--- src/design/lcdseq_pkg.sv ---
// Types, constants and the access generator of the LCD escape command sequencer.
package lcdseq_pkg;

    localparam int QUEUE_DEPTH_DEF = 2;

    localparam int CFG_INDEX_W = 3;
    localparam int CFG_DATA_W  = 1;
    localparam int DELAY_W     = 14;
    localparam int STEP_W      = 3;

    localparam logic [CFG_INDEX_W-1:0] CFG_TWO_LINE   = 3'd0;
    localparam logic [CFG_INDEX_W-1:0] CFG_LARGE_FONT = 3'd1;
    localparam logic [CFG_INDEX_W-1:0] CFG_CURSOR_ON  = 3'd2;
    localparam logic [CFG_INDEX_W-1:0] CFG_BLINK_ON   = 3'd3;
    localparam logic [CFG_INDEX_W-1:0] CFG_PASS_ALL   = 3'd4;

    localparam logic [7:0] CHR_ESC       = 8'h5C;
    localparam logic [7:0] CHR_RESET     = 8'h52;
    localparam logic [7:0] CHR_BACKSPACE = 8'h62;
    localparam logic [7:0] CHR_CLEAR     = 8'h66;
    localparam logic [7:0] CHR_NEWLINE   = 8'h6E;
    localparam logic [7:0] CHR_RETURN    = 8'h72;
    localparam logic [7:0] CHR_HOME      = 8'h76;
    localparam logic [7:0] CODE_RESET     = 8'h00;
    localparam logic [7:0] CODE_BACKSPACE = 8'h01;
    localparam logic [7:0] CODE_CLEAR     = 8'h02;
    localparam logic [7:0] CODE_NEWLINE   = 8'h03;
    localparam logic [7:0] CODE_RETURN    = 8'h04;
    localparam logic [7:0] CODE_HOME      = 8'h05;
    localparam logic [7:0] PRINT_LO       = 8'h20;
    localparam logic [7:0] PRINT_HI       = 8'h7E;

    localparam logic [7:0] INSTR_FUNCTION_SET = 8'h30;
    localparam logic [7:0] INSTR_DISPLAY_OFF  = 8'h08;
    localparam logic [7:0] INSTR_DISPLAY_ON   = 8'h0C;
    localparam logic [7:0] INSTR_ENTRY_MODE   = 8'h06;
    localparam logic [7:0] INSTR_CLEAR        = 8'h01;
    localparam logic [7:0] INSTR_SHIFT_LEFT   = 8'h10;
    localparam logic [7:0] INSTR_LINE_TWO     = 8'hC0;
    localparam logic [7:0] INSTR_SET_ADDR     = 8'h80;
    localparam logic [7:0] INSTR_HOME         = 8'h02;
    localparam logic [7:0] ADDR_MASK          = 8'h3F;

    localparam logic [DELAY_W-1:0] DLY_POWER_UP = 14'd10000;
    localparam logic [DELAY_W-1:0] DLY_INIT     = 14'd1000;
    localparam logic [DELAY_W-1:0] DLY_CMD      = 14'd40;
    localparam logic [DELAY_W-1:0] DLY_LONG     = 14'd2040;
    localparam logic [DELAY_W-1:0] DLY_NONE     = 14'd0;

    localparam logic [STEP_W-1:0] RESET_LAST_STEP = 3'd6;

    typedef enum logic [2:0] {
        ACT_RESET,
        ACT_BACKSPACE,
        ACT_CLEAR,
        ACT_NEWLINE,
        ACT_READ,
        ACT_HOME,
        ACT_DATA,
        ACT_ADDR
    } t_action;

    typedef struct packed {
        t_action    action;
        logic [7:0] data;
    } t_entry;

    typedef struct packed {
        logic two_line;
        logic large_font;
        logic cursor_on;
        logic blink_on;
        logic pass_all;
    } t_cfg;

    typedef struct packed {
        logic               is_read;
        logic               reg_select;
        logic [7:0]         bus_data;
        logic [DELAY_W-1:0] delay_us;
        logic               last;
    } t_access;

    function automatic t_access access_of(input t_entry ent, input logic [STEP_W-1:0] step,
                                          input t_cfg cfg);
        t_access    acc;
        logic [7:0] fs;
        fs = INSTR_FUNCTION_SET | {4'b0, cfg.two_line, cfg.large_font, 2'b0};
        acc.is_read    = 1'b0;
        acc.reg_select = 1'b0;
        acc.bus_data   = ent.data;
        acc.delay_us   = DLY_CMD;
        acc.last       = 1'b1;
        unique case (ent.action)
            ACT_RESET: begin
                acc.last = (step == RESET_LAST_STEP);
                case (step) inside
                    3'd0: begin
                        acc.bus_data = fs;
                        acc.delay_us = DLY_POWER_UP;
                    end
                    3'd1, 3'd2: begin
                        acc.bus_data = fs;
                        acc.delay_us = DLY_INIT;
                    end
                    3'd3: begin
                        acc.bus_data = INSTR_DISPLAY_OFF;
                        acc.delay_us = DLY_INIT;
                    end
                    3'd4: begin
                        acc.bus_data = INSTR_DISPLAY_ON | {6'b0, cfg.cursor_on, cfg.blink_on};
                        acc.delay_us = DLY_INIT;
                    end
                    3'd5: begin
                        acc.bus_data = INSTR_ENTRY_MODE;
                        acc.delay_us = DLY_INIT;
                    end
                    default: begin
                        acc.bus_data = INSTR_CLEAR;
                        acc.delay_us = DLY_LONG;
                    end
                endcase
            end
            ACT_BACKSPACE: acc.bus_data = INSTR_SHIFT_LEFT;
            ACT_CLEAR: begin
                acc.bus_data = INSTR_CLEAR;
                acc.delay_us = DLY_LONG;
            end
            ACT_NEWLINE: acc.bus_data = INSTR_LINE_TWO;
            ACT_READ: begin
                acc.is_read  = 1'b1;
                acc.bus_data = 8'h00;
                acc.delay_us = DLY_NONE;
            end
            ACT_HOME: begin
                acc.bus_data = INSTR_HOME;
                acc.delay_us = DLY_LONG;
            end
            ACT_DATA: acc.reg_select = 1'b1;
            ACT_ADDR: acc.bus_data = INSTR_SET_ADDR | (ent.data & ADDR_MASK);
        endcase
        return acc;
    endfunction

endpackage

--- src/design/lcdseq_fifo.sv ---
// Short queue of decoded actions between the front and the back of the sequencer.
module lcdseq_fifo #(
    parameter int DEPTH = lcdseq_pkg::QUEUE_DEPTH_DEF
) (
    input  logic                 i_clk,
    input  logic                 i_rst_n,
    input  lcdseq_pkg::t_entry   i_entry,
    input  logic                 i_push,
    input  logic                 i_pop,
    output lcdseq_pkg::t_entry   o_head,
    output logic                 o_empty,
    output logic                 o_full
);

    localparam int PTR_W = (DEPTH > 1) ? $clog2(DEPTH) : 1;
    localparam int CNT_W = $clog2(DEPTH + 1);

    lcdseq_pkg::t_entry r_mem [DEPTH];
    logic [PTR_W-1:0]   r_wr;
    logic [PTR_W-1:0]   r_rd;
    logic [CNT_W-1:0]   r_count;
    logic [PTR_W-1:0]   n_wr;
    logic [PTR_W-1:0]   n_rd;
    logic [CNT_W-1:0]   n_count;
    logic               do_push;
    logic               do_pop;

    assign o_empty = (r_count == '0);
    assign o_full  = (r_count == CNT_W'(DEPTH));
    assign o_head  = r_mem[r_rd];
    assign do_push = i_push && !o_full;
    assign do_pop  = i_pop && !o_empty;

    always_comb begin
        n_wr    = r_wr;
        n_rd    = r_rd;
        n_count = r_count;
        if (do_push) begin
            n_wr = (r_wr == PTR_W'(DEPTH - 1)) ? '0 : r_wr + 1'b1;
        end
        if (do_pop) begin
            n_rd = (r_rd == PTR_W'(DEPTH - 1)) ? '0 : r_rd + 1'b1;
        end
        if (do_push && !do_pop) begin
            n_count = r_count + 1'b1;
        end else if (do_pop && !do_push) begin
            n_count = r_count - 1'b1;
        end
    end

    always_ff @(posedge i_clk) begin
        if (!i_rst_n) begin
            r_wr    <= '0;
            r_rd    <= '0;
            r_count <= '0;
        end else begin
            r_wr    <= n_wr;
            r_rd    <= n_rd;
            r_count <= n_count;
        end
    end

    always_ff @(posedge i_clk) begin
        if (do_push) begin
            r_mem[r_wr] <= i_entry;
        end
    end

endmodule

--- src/design/lcdseq_front.sv ---
// Front end: accepts input bytes, tracks escape and readback state, and queues actions.
module lcdseq_front (
    input  logic                   i_clk,
    input  logic                   i_rst_n,
    input  logic                   i_valid,
    output logic                   o_ready,
    input  logic                   i_command,
    input  logic [7:0]             i_value,
    input  lcdseq_pkg::t_cfg       i_cfg,
    input  logic                   i_full,
    output logic                   o_push,
    output lcdseq_pkg::t_entry     o_entry
);

    logic r_escape_pending;
    logic r_awaiting_readback;
    logic n_escape_pending;
    logic n_awaiting_readback;
    logic accept;

    assign o_ready = !i_full;
    assign accept  = i_valid && o_ready;

    always_comb begin
        n_escape_pending    = r_escape_pending;
        n_awaiting_readback = r_awaiting_readback;
        o_push              = 1'b0;
        o_entry.action      = lcdseq_pkg::ACT_DATA;
        o_entry.data        = i_value;
        if (accept) begin
            if (i_command) begin
                if (r_awaiting_readback) begin
                    n_awaiting_readback = 1'b0;
                    o_push              = 1'b1;
                    o_entry.action      = lcdseq_pkg::ACT_ADDR;
                end
            end else if (!r_awaiting_readback) begin
                if (r_escape_pending) begin
                    n_escape_pending = 1'b0;
                    unique case (i_value) inside
                        lcdseq_pkg::CHR_RESET, lcdseq_pkg::CODE_RESET: begin
                            o_push         = 1'b1;
                            o_entry.action = lcdseq_pkg::ACT_RESET;
                        end
                        lcdseq_pkg::CHR_BACKSPACE, lcdseq_pkg::CODE_BACKSPACE: begin
                            o_push         = 1'b1;
                            o_entry.action = lcdseq_pkg::ACT_BACKSPACE;
                        end
                        lcdseq_pkg::CHR_CLEAR, lcdseq_pkg::CODE_CLEAR: begin
                            o_push         = 1'b1;
                            o_entry.action = lcdseq_pkg::ACT_CLEAR;
                        end
                        lcdseq_pkg::CHR_NEWLINE, lcdseq_pkg::CODE_NEWLINE: begin
                            o_push         = i_cfg.two_line;
                            o_entry.action = lcdseq_pkg::ACT_NEWLINE;
                        end
                        lcdseq_pkg::CHR_RETURN, lcdseq_pkg::CODE_RETURN: begin
                            o_push              = 1'b1;
                            o_entry.action      = lcdseq_pkg::ACT_READ;
                            n_awaiting_readback = 1'b1;
                        end
                        lcdseq_pkg::CHR_HOME, lcdseq_pkg::CODE_HOME: begin
                            o_push         = 1'b1;
                            o_entry.action = lcdseq_pkg::ACT_HOME;
                        end
                        lcdseq_pkg::CHR_ESC: begin
                            o_push = 1'b1;
                        end
                        default: begin
                            o_push = 1'b0;
                        end
                    endcase
                end else if (i_value == lcdseq_pkg::CHR_ESC) begin
                    n_escape_pending = 1'b1;
                end else if (i_cfg.pass_all || (i_value >= lcdseq_pkg::PRINT_LO &&
                                                 i_value <= lcdseq_pkg::PRINT_HI)) begin
                    o_push = 1'b1;
                end
            end
        end
    end

    always_ff @(posedge i_clk) begin
        if (!i_rst_n) begin
            r_escape_pending    <= 1'b0;
            r_awaiting_readback <= 1'b0;
        end else begin
            r_escape_pending    <= n_escape_pending;
            r_awaiting_readback <= n_awaiting_readback;
        end
    end

endmodule

--- src/design/lcdseq_back.sv ---
// Back end: steps through the accesses of each queued action into the output register.
module lcdseq_back (
    input  logic                                  i_clk,
    input  logic                                  i_rst_n,
    input  lcdseq_pkg::t_entry                    i_head,
    input  logic                                  i_empty,
    input  lcdseq_pkg::t_cfg                      i_cfg,
    output logic                                  o_pop,
    output logic                                  o_valid,
    input  logic                                  i_ready,
    output logic                                  o_is_read,
    output logic                                  o_reg_select,
    output logic [7:0]                            o_bus_data,
    output logic [lcdseq_pkg::DELAY_W-1:0]        o_delay_us,
    output logic                                  o_last
);

    logic                            r_valid;
    logic [lcdseq_pkg::STEP_W-1:0]   r_step;
    lcdseq_pkg::t_access             r_acc;
    logic                            n_valid;
    logic [lcdseq_pkg::STEP_W-1:0]   n_step;
    lcdseq_pkg::t_access             acc;
    logic                            load;

    assign acc   = lcdseq_pkg::access_of(i_head, r_step, i_cfg);
    assign load  = !i_empty && (!r_valid || i_ready);
    assign o_pop = load && acc.last;

    always_comb begin
        n_valid = r_valid;
        n_step  = r_step;
        if (load) begin
            n_valid = 1'b1;
            n_step  = acc.last ? '0 : r_step + 1'b1;
        end else if (i_ready) begin
            n_valid = 1'b0;
        end
    end

    always_ff @(posedge i_clk) begin
        if (!i_rst_n) begin
            r_valid <= 1'b0;
            r_step  <= '0;
        end else begin
            r_valid <= n_valid;
            r_step  <= n_step;
        end
    end

    always_ff @(posedge i_clk) begin
        if (load) begin
            r_acc <= acc;
        end
    end

    assign o_valid      = r_valid;
    assign o_is_read    = r_acc.is_read;
    assign o_reg_select = r_acc.reg_select;
    assign o_bus_data   = r_acc.bus_data;
    assign o_delay_us   = r_acc.delay_us;
    assign o_last       = r_acc.last;

endmodule

--- src/design/lcd_escape_command_sequencer.sv ---
// Top level of the LCD escape command sequencer: configuration, front, queue and back.
//
//   port group   direction  handshake          payload
//   input        in         i_valid/o_ready    i_command, i_value
//   output       out        o_valid/i_ready    o_is_read, o_reg_select, o_bus_data,
//                                              o_delay_us, o_last
//   config       in         i_cfg_we           i_cfg_index, i_cfg_data
//
// An input transaction is taken whenever the action queue has room.
// The back end emits one access a cycle unless stalled: one for most actions, seven for reset.
// The back end's step counter and output register set the sustained rate of one access a cycle.
// Reset is synchronous and clears the configuration to its defaults, the state and the queue.
// A stalled output holds its transaction; the queue then fills and o_ready drops.
module lcd_escape_command_sequencer #(
    parameter int QUEUE_DEPTH = lcdseq_pkg::QUEUE_DEPTH_DEF
) (
    input  logic                                  i_clk,
    input  logic                                  i_rst_n,
    input  logic                                  i_valid,
    output logic                                  o_ready,
    input  logic                                  i_command,
    input  logic [7:0]                            i_value,
    output logic                                  o_valid,
    input  logic                                  i_ready,
    output logic                                  o_is_read,
    output logic                                  o_reg_select,
    output logic [7:0]                            o_bus_data,
    output logic [lcdseq_pkg::DELAY_W-1:0]        o_delay_us,
    output logic                                  o_last,
    input  logic                                  i_cfg_we,
    input  logic [lcdseq_pkg::CFG_INDEX_W-1:0]    i_cfg_index,
    input  logic [lcdseq_pkg::CFG_DATA_W-1:0]     i_cfg_data
);

    lcdseq_pkg::t_cfg       r_cfg;
    lcdseq_pkg::t_cfg       n_cfg;
    lcdseq_pkg::t_entry     push_entry;
    lcdseq_pkg::t_entry     head;
    logic                   push;
    logic                   full;
    logic                   empty;
    logic                   pop;

    always_comb begin
        n_cfg = r_cfg;
        if (i_cfg_we) begin
            unique case (i_cfg_index)
                lcdseq_pkg::CFG_TWO_LINE:   n_cfg.two_line   = i_cfg_data[0];
                lcdseq_pkg::CFG_LARGE_FONT: n_cfg.large_font = i_cfg_data[0];
                lcdseq_pkg::CFG_CURSOR_ON:  n_cfg.cursor_on  = i_cfg_data[0];
                lcdseq_pkg::CFG_BLINK_ON:   n_cfg.blink_on   = i_cfg_data[0];
                lcdseq_pkg::CFG_PASS_ALL:   n_cfg.pass_all   = i_cfg_data[0];
                default:                    n_cfg            = r_cfg;
            endcase
        end
    end

    always_ff @(posedge i_clk) begin
        if (!i_rst_n) begin
            r_cfg <= '{two_line: 1'b1, large_font: 1'b0, cursor_on: 1'b0,
                       blink_on: 1'b0, pass_all: 1'b0};
        end else begin
            r_cfg <= n_cfg;
        end
    end

    lcdseq_front u_front (
        .i_clk     (i_clk),
        .i_rst_n   (i_rst_n),
        .i_valid   (i_valid),
        .o_ready   (o_ready),
        .i_command (i_command),
        .i_value   (i_value),
        .i_cfg     (r_cfg),
        .i_full    (full),
        .o_push    (push),
        .o_entry   (push_entry)
    );

    lcdseq_fifo #(
        .DEPTH (QUEUE_DEPTH)
    ) u_fifo (
        .i_clk   (i_clk),
        .i_rst_n (i_rst_n),
        .i_entry (push_entry),
        .i_push  (push),
        .i_pop   (pop),
        .o_head  (head),
        .o_empty (empty),
        .o_full  (full)
    );

    lcdseq_back u_back (
        .i_clk        (i_clk),
        .i_rst_n      (i_rst_n),
        .i_head       (head),
        .i_empty      (empty),
        .i_cfg        (r_cfg),
        .o_pop        (pop),
        .o_valid      (o_valid),
        .i_ready      (i_ready),
        .o_is_read    (o_is_read),
        .o_reg_select (o_reg_select),
        .o_bus_data   (o_bus_data),
        .o_delay_us   (o_delay_us),
        .o_last       (o_last)
    );

endmodule

--- config.mk ---
export PLATFORM = sky130hd
export DESIGN_NAME = lcd_escape_command_sequencer
export DESIGN_NICKNAME = d
export VERILOG_FILES = /design/src/design/lcdseq_pkg.sv /design/src/design/lcdseq_fifo.sv /design/src/design/lcdseq_front.sv /design/src/design/lcdseq_back.sv /design/src/design/lcd_escape_command_sequencer.sv
export SDC_FILE = /design/constraint.sdc
export NUM_CORES = 1
export LEC_CHECK = 0
export BUFFER_PORTS_ARGS = -buffer_cell sky130_fd_sc_hd__clkbuf_2
export CORE_MARGIN = 2
export CORE_UTILIZATION = 40
export DETAILED_ROUTE_END_ITERATION = 10
export GPL_ROUTABILITY_DRIVEN = 0
export GPL_TIMING_DRIVEN = 0
export PLACE_DENSITY = 0.66
export SYNTH_ARGS = -nofsm -noshare
export SYNTH_HDL_FRONTEND = slang
export SYNTH_HIERARCHICAL = 1
export SYNTH_SLANG_ARGS = --single-unit
--- constraint.sdc ---
create_clock -name i_clk -period 3.7 [get_ports i_clk]
set_input_delay 0.74 -clock i_clk [delete_from_list [all_inputs] [get_ports i_clk]]
set_output_delay 0.74 -clock i_clk [all_outputs]
set_load 0.01 [all_outputs]
* Yosys cells after proc, flatten, opt, wreduce, memory -nomap -nowiden
Memories as Yosys holds them, arrays and structs flattened. A register that Yosys moved wholly into a read port is not among the register bits.
Cells that the tools add are included.
** Storage, ports and cells
- Memories kept :: 1
- RAM bits :: 22
- Latch bits :: 0
- Register bits after elaboration :: 40
- ROM bits :: 0
- Input port bits :: 18
** Operators by class
- Add/subtract/negate cells :: 5
- Magnitude comparators :: 2
- Multipliers :: 0
- Bitwise logic cells :: 2
- Divide/modulo/power cells :: 0
- Equal/unequal tests :: 30
- Mux-type cells :: 41
- Shifts and indexed selects :: 0
- Reduce and logical (&&, ||, !) cells :: 37
** Memory list
- u_fifo.r_mem :: words 2, bits a word 11, read ports 1, clocked after memory_dff 1, wr ports 1, line lcdseq_fifo.sv:18 : lcdseq_pkg::t_entry r_mem [DEPTH];
** Operator list (number)
- 22-bit two-way mux :: 4
- 8-bit by 7-bit equality test with 1-bit output, second input constant :: 7
- 8-bit one-hot mux with 7 select lines :: 1
- 14-bit one-hot mux with 3 select lines :: 1
- 1-bit two-way mux :: 25
- 3-bit equality test, second input constant :: 8
- 3-bit by 2-bit equality test with 1-bit output, second input constant :: 6
- 3-bit one-hot mux with 6 select lines :: 1
- 17-bit two-way mux :: 1
- 8-bit by 2-bit equality test with 1-bit output, second input constant :: 2
- 8-bit by 3-bit equality test with 1-bit output, second input constant :: 2
- 2-bit OR reduction :: 8
- 3-bit two-way mux :: 5
- 11-bit OR reduction :: 1
- 2-bit AND reduction :: 5
- 3-bit by 1-bit equality test with 1-bit output, second input constant :: 3
- 3-bit logical NOT :: 3
- 8-bit by 1-bit equality test with 1-bit output, second input constant :: 1
- 8-bit by 6-bit >= comparator with 1-bit output, second input constant :: 1
- 8-bit by 7-bit less-or-equal comparator with 1-bit output, second input constant :: 1
- 1-bit logical AND :: 8
- 8-bit logical NOT :: 1
- 1-bit logical NOT :: 5
- 2-bit two-way mux :: 2
- 11 further kinds :: 15

* Logic depth before layout (Yosys ltp)
- Depth in word-level cells :: 14
- Gate-level depth with buffers :: 12
- Mapped depth without buffers :: 12

* Hierarchy
The synthesis kept the hierarchy.
** Modules (own cells, without submodules)
- lcdseq_back :: area each 1138.6 um^2, instances 1, cells each 108
- lcdseq_fifo :: area each 1023.5 um^2, instances 1, cells each 59
- lcdseq_front :: area each 511.7 um^2, instances 1, cells each 71
- lcd_escape_command_sequencer :: area each 242.7 um^2, instances 1, cells each 22

* Least setup slack after synthesis
Ideal clock, no wire load.
- Kind :: input-to-reg
- Start :: in i_value[5]
- End :: mem u_fifo/r_mem[0][0] in the netlist's numbering (enable)
- Path slack :: 551 ps
- Stages on the path :: 7
- Required time :: 3321 ps
- Library setup time :: 379 ps
- Arrival time :: 2770 ps
- Cell sequence :: buf_6 > or4_1 > or3_1 > nor4bb_1 > a311oi_1 > inv_1 > nor3_2
** Between the ends
- Word-level cells in the longest chain between the ends :: 12
- Elaborated cells between the ends (all ways) :: 29
- Those cells by class :: order compare (2); eq/ne (12); mux (9); reduce/logical (6)
** RTL lines
- start, declared :: line lcd_escape_command_sequencer.sv:22 : input logic [7:0] i_value,
- 8-bit by 6-bit >= comparator with 1-bit output or 8-bit by 7-bit less-or-equal comparator with 1-bit output (tied branches) :: line lcdseq_front.sv:75, lcdseq_front.sv:76
- 1-bit logical AND :: line lcdseq_front.sv:75 : end else if (i_cfg.pass_all || (i_value >= lcdseq_pkg::PRINT_LO &&
- 1-bit logical OR :: line lcdseq_front.sv:75
- 1-bit two-way mux :: line lcdseq_front.sv:75
- 1-bit two-way mux :: line lcdseq_front.sv:73 : end else if (i_value == lcdseq_pkg::CHR_ESC) begin
- 1-bit two-way mux * :: line lcdseq_front.sv:38 : if (r_escape_pending) begin
- 1-bit two-way mux * :: line lcdseq_front.sv:37 : end else if (!r_awaiting_readback) begin
- 1-bit two-way mux * :: line lcdseq_front.sv:31 : if (i_command) begin
- 1-bit two-way mux * :: line lcdseq_front.sv:30 : if (accept) begin
- via push :: line lcd_escape_command_sequencer.sv:39 : logic push;
- 1-bit logical AND * :: line lcdseq_fifo.sv:31 : assign do_push = i_push && !o_full;
- 1-bit two-way mux * :: line lcdseq_fifo.sv:64 : if (do_push) begin
- 1-bit two-way mux (not written as such) * :: line lcdseq_fifo.sv:65 : r_mem[r_wr] <= i_entry;
- end, declared :: line lcdseq_fifo.sv:18
The timed path passes the listed nets; every way through them passes the cells marked *.

* Worst setup path in the final report
- Start :: in i_value[2]
- End :: mem u_fifo/r_mem[0][8] in the netlist's numbering (enable)
The elaborated chain is that of the path after synthesis.

==> insert_results.sql <==
INSERT INTO impl_metrics (metric_group, metric, value, unit) VALUES
('global_route', 'grtUsageTotal', '13.9', '%'),
('clock_network', 'cts_resized', '0', ''),
('sta', 'slew_viol_final', '0', ''),
('clock_network', 'postCtsSetupRepairBufs', '0', ''),
('power_and_ir_drop', 'totalPowerFinal', '1350', 'uW'),
('clock_network', 'insertion_delay', '0.30', 'ns'),
('floorplanning', 'rows', '31', ''),
('sta', 'report.final.hold_viol_count', '0', ''),
('setup_path', 'cp-end-kind', 'flop', ''),
('placed_design', 'dp.cells', '399', ''),
('job', 'maxCapViolations', '0', ''),
('logic_synthesis', 'synth_seq_area_share', '50.1', '%'),
('floorplanning', 'die_w', '89.4', 'um'),
('logic_synthesis', 'synth-warning-count', '6', ''),
('drt', 'dr.pass1.iters', '4', ''),
('finish', 'antenna_cells', '0', ''),
('global_route', 'overflow', '0', ''),
('finish', 'fraction_of_final_layout_cells_with_drive_strength_greater_than_1', '27.3', '%'),
('clock_network', 'htreeDepth', '2', ''),
('setup_path', 'r2r_start', 'u_fifo/r_count[0]$_SDFFE_PN0P_', ''),
('power_and_ir_drop', 'power.density', '402', 'nW/um2'),
('finish', 'finalCoreUtilization', '47.2', '%'),
('run_status', 'status', 'finished, final reports clean', ''),
('logic_synthesis', 'synth_flop_cell', 'sky130_fd_sc_hd__edfxtp_1', ''),
('placed_design', 'i_o_buffers', '36', ''),
('sta', 'fmax', '303', 'MHz'),
('global_route', 'grt_use_met2', '24.4', '%'),
('floorplanning', 'initial_utilization', '40.9', '%'),
('clock_network', 'numCtsBuffers', '5', ''),
('clock_network', 'post_cts_hold_buffer_count', '0', ''),
('logic_synthesis', 'syn_inst', '260', ''),
('hold_path', 'hold_path_startpoint', 'r_cfg[3]$_SDFFE_PN0P_', ''),
('logic_synthesis', 'postSynth.asyncResetShare', '0', '%'),
('setup_path', 'timing.critical_path.cells', 'clkbuf_2, or3_2, a2111oi_4, nor4bb_1, a311oi_1, inv_1, nor3_2', ''),
('setup_path', 'critical_path_class', 'in -> reg', ''),
('finish', 'nets', '331', ''),
('placed_design', 'pre_cts_ws', '0.0577', 'ns'),
('logic_synthesis', 'synth_commonest_cells', '38 x sky130_fd_sc_hd__edfxtp_1, 17 x sky130_fd_sc_hd__buf_4, 16 x sky130_fd_sc_hd__dfxtp_1', ''),
('setup_path', 'critPathSlowestCell', 'sky130_fd_sc_hd__nor3_2', ''),
('power_and_ir_drop', 'irDropWorstVdd', '0.219', 'mV'),
('setup_path', 'cp-start-kind', 'primary input', ''),
('setup_path', 'slowest_delay', '0.79', 'ns'),
('sta', 'rsz0062_at_grt', 'no', ''),
('logic_synthesis', 'synthDistinctLibCells', '59', ''),
('logic_synthesis', 'synth_largest_area_cell', 'sky130_fd_sc_hd__edfxtp_1', ''),
('drt', 'viasPerCell', '4.95', ''),
('setup_path', 'required', '3.63', 'ns'),
('floorplanning', 'die_height', '89.4', 'um'),
('setup_path', 'cp_num_buf_inv', '2', ''),
('power_and_ir_drop', 'p_leak', '0.00123', 'uW'),
('drt', 'route.vias.total', '2014', ''),
('setup_path', 'cp_max_fo', '12', ''),
('global_route', 'antenna_found_initial', '0', ''),
('drt', 'route.antenna.remaining_nets', '0', ''),
('setup_path', 'crit_start', 'i_value[2]', ''),
('clock_network', 'cts.sink_count', '54', ''),
('clock_network', 'cts_tree', 'built', ''),
('global_route', 'grt_pass1_wl', '8.69', 'mm'),
('global_route', 'use_met1', '17.2', '%'),
('hold_path', 'hp-class', 'reg -> reg', ''),
('drt', 'routed_wl', '5.30', 'mm'),
('sta', 'fin_crit', '3.30', 'ns'),
('floorplanning', 'top_level_ports', '45', ''),
('sta', 'worst_slew_margin_rel', '18.6', '%'),
('global_route', 'maximum_number_of_pins_on_one_net_before_global_route_repair', '19', ''),
('sta', 'setup_ws', '0.403', 'ns'),
('floorplanning', 'core-area', '7140', 'um2'),
('sta', 'setup-tns-final', '0', 'ns'),
('logic_synthesis', 'post_synth_main_area_contributors', 'sky130_fd_sc_hd__edfxtp_1 39%, sky130_fd_sc_hd__dfxtp_1 11%, sky130_fd_sc_hd__buf_4 4.4%', ''),
('logic_synthesis', 'netlist_area', '2920', 'um2'),
('logic_synthesis', 'yosys.cell_count.top_type', 'sky130_fd_sc_hd__edfxtp_1', '');
## metal layers
metal	part of all wire (%)	wire, um	vias up
met5	0	0	-
met4	1.4	73	0
li1	-	-	1031
met1	46	2440	916
met3	4.8	255	8
met2	48	2530	59
## layout by cell type, fill, tap and decap left out, types with 3 or more instances in the layout
| cell type | count |
|---|---|
| sky130_fd_sc_hd__a21boi_0 | 4 |
| sky130_fd_sc_hd__a21boi_1 | 3 |
| sky130_fd_sc_hd__a22o_1 | 3 |
| sky130_fd_sc_hd__a311oi_1 | 3 |
| sky130_fd_sc_hd__and2_1 | 7 |
| sky130_fd_sc_hd__and3_1 | 3 |
| sky130_fd_sc_hd__and4bb_1 | 3 |
| sky130_fd_sc_hd__buf_2 | 3 |
| sky130_fd_sc_hd__buf_4 | 17 |
| sky130_fd_sc_hd__clkbuf_1 | 4 |
| sky130_fd_sc_hd__clkbuf_2 | 36 |
| sky130_fd_sc_hd__clkbuf_8 | 5 |
| sky130_fd_sc_hd__conb_1 | 5 |
| sky130_fd_sc_hd__dfxtp_1 | 16 |
| sky130_fd_sc_hd__edfxtp_1 | 38 |
| sky130_fd_sc_hd__ha_1 | 6 |
| sky130_fd_sc_hd__inv_1 | 7 |
| sky130_fd_sc_hd__mux2_2 | 11 |
| sky130_fd_sc_hd__mux2i_1 | 5 |
| sky130_fd_sc_hd__nand2_1 | 15 |
| sky130_fd_sc_hd__nand2b_1 | 9 |
| sky130_fd_sc_hd__nor2_1 | 15 |
| sky130_fd_sc_hd__nor2b_1 | 10 |
| sky130_fd_sc_hd__nor3_1 | 7 |
| sky130_fd_sc_hd__nor4_1 | 4 |
| sky130_fd_sc_hd__o21a_1 | 3 |
| sky130_fd_sc_hd__o21ai_0 | 11 |
| sky130_fd_sc_hd__or3_1 | 5 |
| sky130_fd_sc_hd__or4_1 | 4 |
## sequential cells by signal, summed over array words and instances (netlist names), named ones only
| name | flops |
|---|---|
| u_fifo/r_count | 2 |
| u_back/o_last | 1 |
| r_cfg | 5 |
| u_back/o_reg_select | 1 |
| u_front/r_awaiting_readback | 1 |
| u_back/o_delay_us | 5 |
| u_back/o_is_read | 1 |
| u_back/o_valid | 1 |
| u_back/o_bus_data | 8 |
| u_fifo/r_rd | 1 |
| u_back/r_step | 3 |
| u_front/r_escape_pending | 1 |
| u_fifo/r_mem | 22 |
| u_fifo/r_wr | 1 |
## power by group
part / internal (uW) / switching [uW] / leakage [uW] / total (uW)
logic: 84.4 / 112 / 0.000683 / 197
clock network: 268 / 186 / 0.0000658 / 454
registers: 689 / 13.6 / 0.000485 / 702
## stage by stage
stage          hold WS (ns)  area [um2]
3_3_place_gp          0.454        3240
6_report              0.477        3370
3_5_place_dp          0.469        3240
5_1_grt               0.518        3370
2_1_floorplan         0.433        2930
4_1_cts               0.483        3370
## kinds of logic after synthesis
group | count (synthesis) | share of synthesized area, %
mux | 16 | 5.96
xor+xnor | 4 | 1.20
buf+inv | 34 | 6.95
fa+ha+maj | 6 | 2.57
compound gates | 45 | 12.5
other cells | 1 | 0.129
flops | 54 | 50.1
simple gates | 100 | 20.5
## area by class of cell
type	instances	area, um2
Multi-Input combinational cell	176	1270
Clock inverter	3	63.8
Sequential cell	54	1460
Tap cell	99	124
Fill cell	669	3770
Buffer	25	169
Timing Repair Buffer	36	180
Clock buffer	5	68.8
Inverter	9	33.8
## final timing paths
kind	depth (start not counted)	to	slack (ns)
setup / recovery	7	u_fifo/r_mem[0][8]$_DFFE_PP_	0.40
hold / removal	2	r_cfg[3]$_SDFFE_PN0P_	0.48
setup reg to reg	8	u_fifo/r_mem[0][8]$_DFFE_PP_	0.73
hold reg to reg	2	r_cfg[3]$_SDFFE_PN0P_	0.48
## worst register-to-register path: cells and delay by family, from the launching register on
family          cells  cell delay, ns
flops               1            0.43
buf+inv             2            0.19
simple gates        5            1.66
compound gates      1            0.32
(Power assumes the default switching activity.)
